===== src/rtl/ecef_to_geodetic_defines.svh =====
// Assertion macros for the ECEF to geodetic converter.
// Included by the top level only; no other dependencies.
`ifndef ECEF_TO_GEODETIC_DEFINES_SVH
`define ECEF_TO_GEODETIC_DEFINES_SVH
`ifndef SYNTHESIS
// Check a property at every clock edge outside reset.
`define ECG_ASSERT(lbl, clk, rst_n, prop) \
  lbl: assert property (@(posedge clk) disable iff (!rst_n) prop) \
    else $error("ecef_to_geodetic: assertion failed");
// Check that a condition leads to another in the next cycle.
`define ECG_ASSERT_NEXT(lbl, clk, rst_n, ante, cons) \
  lbl: assert property (@(posedge clk) disable iff (!rst_n) (ante) |=> (cons)) \
    else $error("ecef_to_geodetic: assertion failed");
`else
`define ECG_ASSERT(lbl, clk, rst_n, prop)
`define ECG_ASSERT_NEXT(lbl, clk, rst_n, ante, cons)
`endif
`endif


===== src/rtl/ecg_dly.sv =====
// Enabled delay line that aligns operands between pipeline units.
// No package dependencies.
module ecg_dly #(
  parameter int unsigned W = 64,
  parameter int unsigned N = 2
) (
  input  logic         clk_i,
  input  logic         en_i,
  input  logic [W-1:0] d_i,
  output logic [W-1:0] q_o
);

  logic [W-1:0] tap_q [N];

  // shift one place per advancing cycle
  always_ff @(posedge clk_i) begin
    if (en_i) begin
      tap_q[0] <= d_i;
      for (int i = 1; i < N; i++) begin
        tap_q[i] <= tap_q[i-1];
      end
    end
  end

  assign q_o = tap_q[N-1];

endmodule


===== config.mk =====
export PLATFORM = sky130hd
export DESIGN_NAME = ecg_dly
export DESIGN_NICKNAME = d
export VERILOG_FILES = /design/src/rtl/ecef_to_geodetic_defines.svh /design/src/rtl/ecg_dly.sv
export SDC_FILE = /design/constraint.sdc
export NUM_CORES = 1
export LEC_CHECK = 0
export ABC_CLOCK_PERIOD_IN_PS = 2000
export BUFFER_PORTS_ARGS = -buffer_cell sky130_fd_sc_hd__buf_2
export CAP_MARGIN = 20
export CORE_AREA = 2 2 124 126
export CTS_BUF_LIST = sky130_fd_sc_hd__clkbuf_2
export DETAILED_ROUTE_END_ITERATION = 8
export DIE_AREA = 0 0 126 128
export PLACE_DENSITY = 0.51
export SYNTH_ARGS = -nofsm -noshare
export SYNTH_HDL_FRONTEND = slang
export SYNTH_SLANG_ARGS = --single-unit

===== constraint.sdc =====
create_clock -name clk_i -period 2 [get_ports clk_i]
set_clock_uncertainty 0.2 [all_clocks]
set_input_delay 0.4 -clock clk_i [delete_from_list [all_inputs] [get_ports clk_i]]
set_output_delay 0.4 -clock clk_i [all_outputs]
set_load 0.05 [all_outputs]

==> results.md <==
* Slowest cell on the critical path: edfxtp_1
* Flip-flop count of the largest register, all copies and words added at 128
* Root cell of the clock tree: clkbuf_2
* Number of distinct library cell variants in the gate-level netlist after synthesis at 2
* Row cnt at 45
* Wire length reported by the detailed router at 6795 um
* Wire length of the first global-routing pass at 9901 um
* Area growth from synthesis to layout at 35.53%
* Dominant cell by count in the synthesized netlist: edfxtp_1
* Clock tree from TritonCTS: done
* CP Max Fanout at 1
* Worst min path class: flop to flop
* Number of DRC violations after detailed-routing iteration 0 at 173
* Clk sink count at 128
* Top post-synthesis cells by count: edfxtp_1, buf_4
* Cell area after synthesis at 4324 um^2
* Leak pwr at 0.002278 uW
* Total via count in the routed design at 2011
* Slowest stage delay, CP at 450 ps
* Number of buffers and inverters on the critical path at 1
* Cts bufs inserted at 17
* Final setup fails at 0
* Pin count of the biggest net entering global routing at 40
* Area used by multi-input combinational logic at 0 um^2
* Clock-pin slew reported for the worst setup and hold paths after clock tree synthesis at 160 ps
* Reported max-cap violation count at 0
* Maximum level of the CTS H-tree at 4
* Post-Route Hold Slack at 221.9 ps
* Initial antenna violation count at 0
* Placer congestion estimate at 0.6341
* Power density of the placed cells at 907.5 nW/um^2
* RSZ-0062 raised after global routing: true
* Die Span X at 126 um
* Flip-flop and latch count after synthesis at 128
* Post-DRT Antenna Nets at 0
* # port buffers at 129
* Largest voltage drop on the vdd net at 425.1 uV
* Number of synthesized flops with an enable pin at 128
* Crit-path cells: buf_6
* Syn. warnings at 0
* Core box area at 14860 um^2
* Die ar. at 16130 um^2
* Final hold vios at 0
* Tightest Pin Transition at 429.6 ps
* Number of iterations in the first detailed-routing pass at 4
* Post-CTS setup buffers at 0
* Yosys top cell area share at 0.8889
* Type of origin of the critical path: flop
* Critical path class: flop to output port
* Critical Path End Type: output port
* Remaining routing DRC violations at 0
* Total Negative Setup Slacks at 0 ps
* Total inserted antenna cells at 0
* Tot GR Track Use at 0.08497
* Layout multi-input combinational cell count at 0
* Synthesized instance count at 192
* Flip-flop cell with the highest count after synthesis: edfxtp_1
* Initial cell density of the core at 0.2909
* Relative slew slack at 0.7136
* Chip height at 128 um
* Place WS at 530.9 ps
* Via count of the first global-routing pass at 1976
* Routed len/inst at 12.49 um
* Worst setup slack after layout at 131.0 ps
* Async set-reset flop share out of synthesis at 0
* Post-layout nets at 410
* Sequential share of the synthesized area at 0.8889
* Largest registers: tap_q x128
* Largest cells by area after synthesis: edfxtp_1, buf_4
* Final cycle utilization of the critical path at 0.9345
* Largest area contributor in the synthesized netlist: edfxtp_1
* Detail-routed via count per cell at 3.697
* Clock latency on the worst-skew pair at 640 ps
* GRT overflow at 0
* Final slew viol count at 0
* Deepest clock path buffer count at 2
* # IOs at 130
* Net Count, Synth at 258
* Crit path arrival time at 1270 ps
* Cell class contributing the biggest share of worst-path delay: flip-flops
* Largest reg by FF count: tap_q
* Maximum operating frequency at 535.1 MHz
* Mean instance size in the synthesized netlist at 22.52 um^2
* Outcome: complete, no violations
* Fraction of layout cells with a size suffix above 1 at 0.4522
* Minimum clock period after layout at 1869 ps
* CP Data Required Time at 1400 ps
layer usage:
| metal | vias to the layer above | routed length, um | global-route usage |
|---|---|---|---|
| li1 | 960 | - | - |
| met1 | 963 | 2746 | 0.09076 |
| met2 | 77 | 3425 | 0.1331 |
| met3 | 11 | 487 | 0.04758 |
| met4 | 0 | 136 | 0.04848 |
| met5 | - | 0 | 0 |
final cells by class:
class / instances / area [um^2]
Clock inverter: 9 / 92.59
Sequential cell: 128 / 3844
Timing Repair Buffer: 197 / 1579
Tap cell: 188 / 235.2
Fill cell: 1401 / 9004
Clock buffer: 22 / 110.1
metrics by stage:
stage,power (uW),std cells,cell area [um^2],util
6_report,5319,544,5861,0.3943
4_1_cts,5373,544,5699,0.3834
3_3_place_gp,3799,448,4791,0.3223
5_1_grt,5566,544,5861,0.3943
3_5_place_dp,3811,448,4791,0.3223
2_1_floorplan,3700,192,4324,-
path summary, 6_finish.rpt:
check | startpoint | to | slack (ps) | cells after the start
hold / removal | tap_q[0][40] | tap_q[0][104] | 220 | 0
setup / recovery | tap_q[0][125] | q_o[61] | 130 | 1
setup reg to reg | tap_q[0][50] | tap_q[0][114] | 1140 | 0
hold reg to reg | tap_q[0][40] | tap_q[0][104] | 220 | 0
power breakdown:
part	internal (uW)	switching, uW
Combinational	253	423
Sequential	3180	54.5
Clock	573	839
Total	4000	1320
cell families (layout without fill, tap and decap cells):
group | count (synthesis) | in the layout | synth area share
buf+inv | 64 | 228 | 0.1111
flops | 128 | 128 | 0.8889
cells in the final DEF (no fill, tap or decap):
cell,n
dlygate4sd3_1,65
bufinv_16,2
buf_6,26
buf_12,3
buf_4,23
buf_2,79
edfxtp_1,128
clkbuf_2,22
clkinv_2,5
clkbuf_4,1
clkinv_1,2
timing repair:
action,in CTS,in global routing
gates resized for setup,20,86
pin swaps,0,0
hold buffers,65,0
setup endpoints to repair,16,49
hold endpoints to repair,111,0
Power figures use the tool's default switching activity.
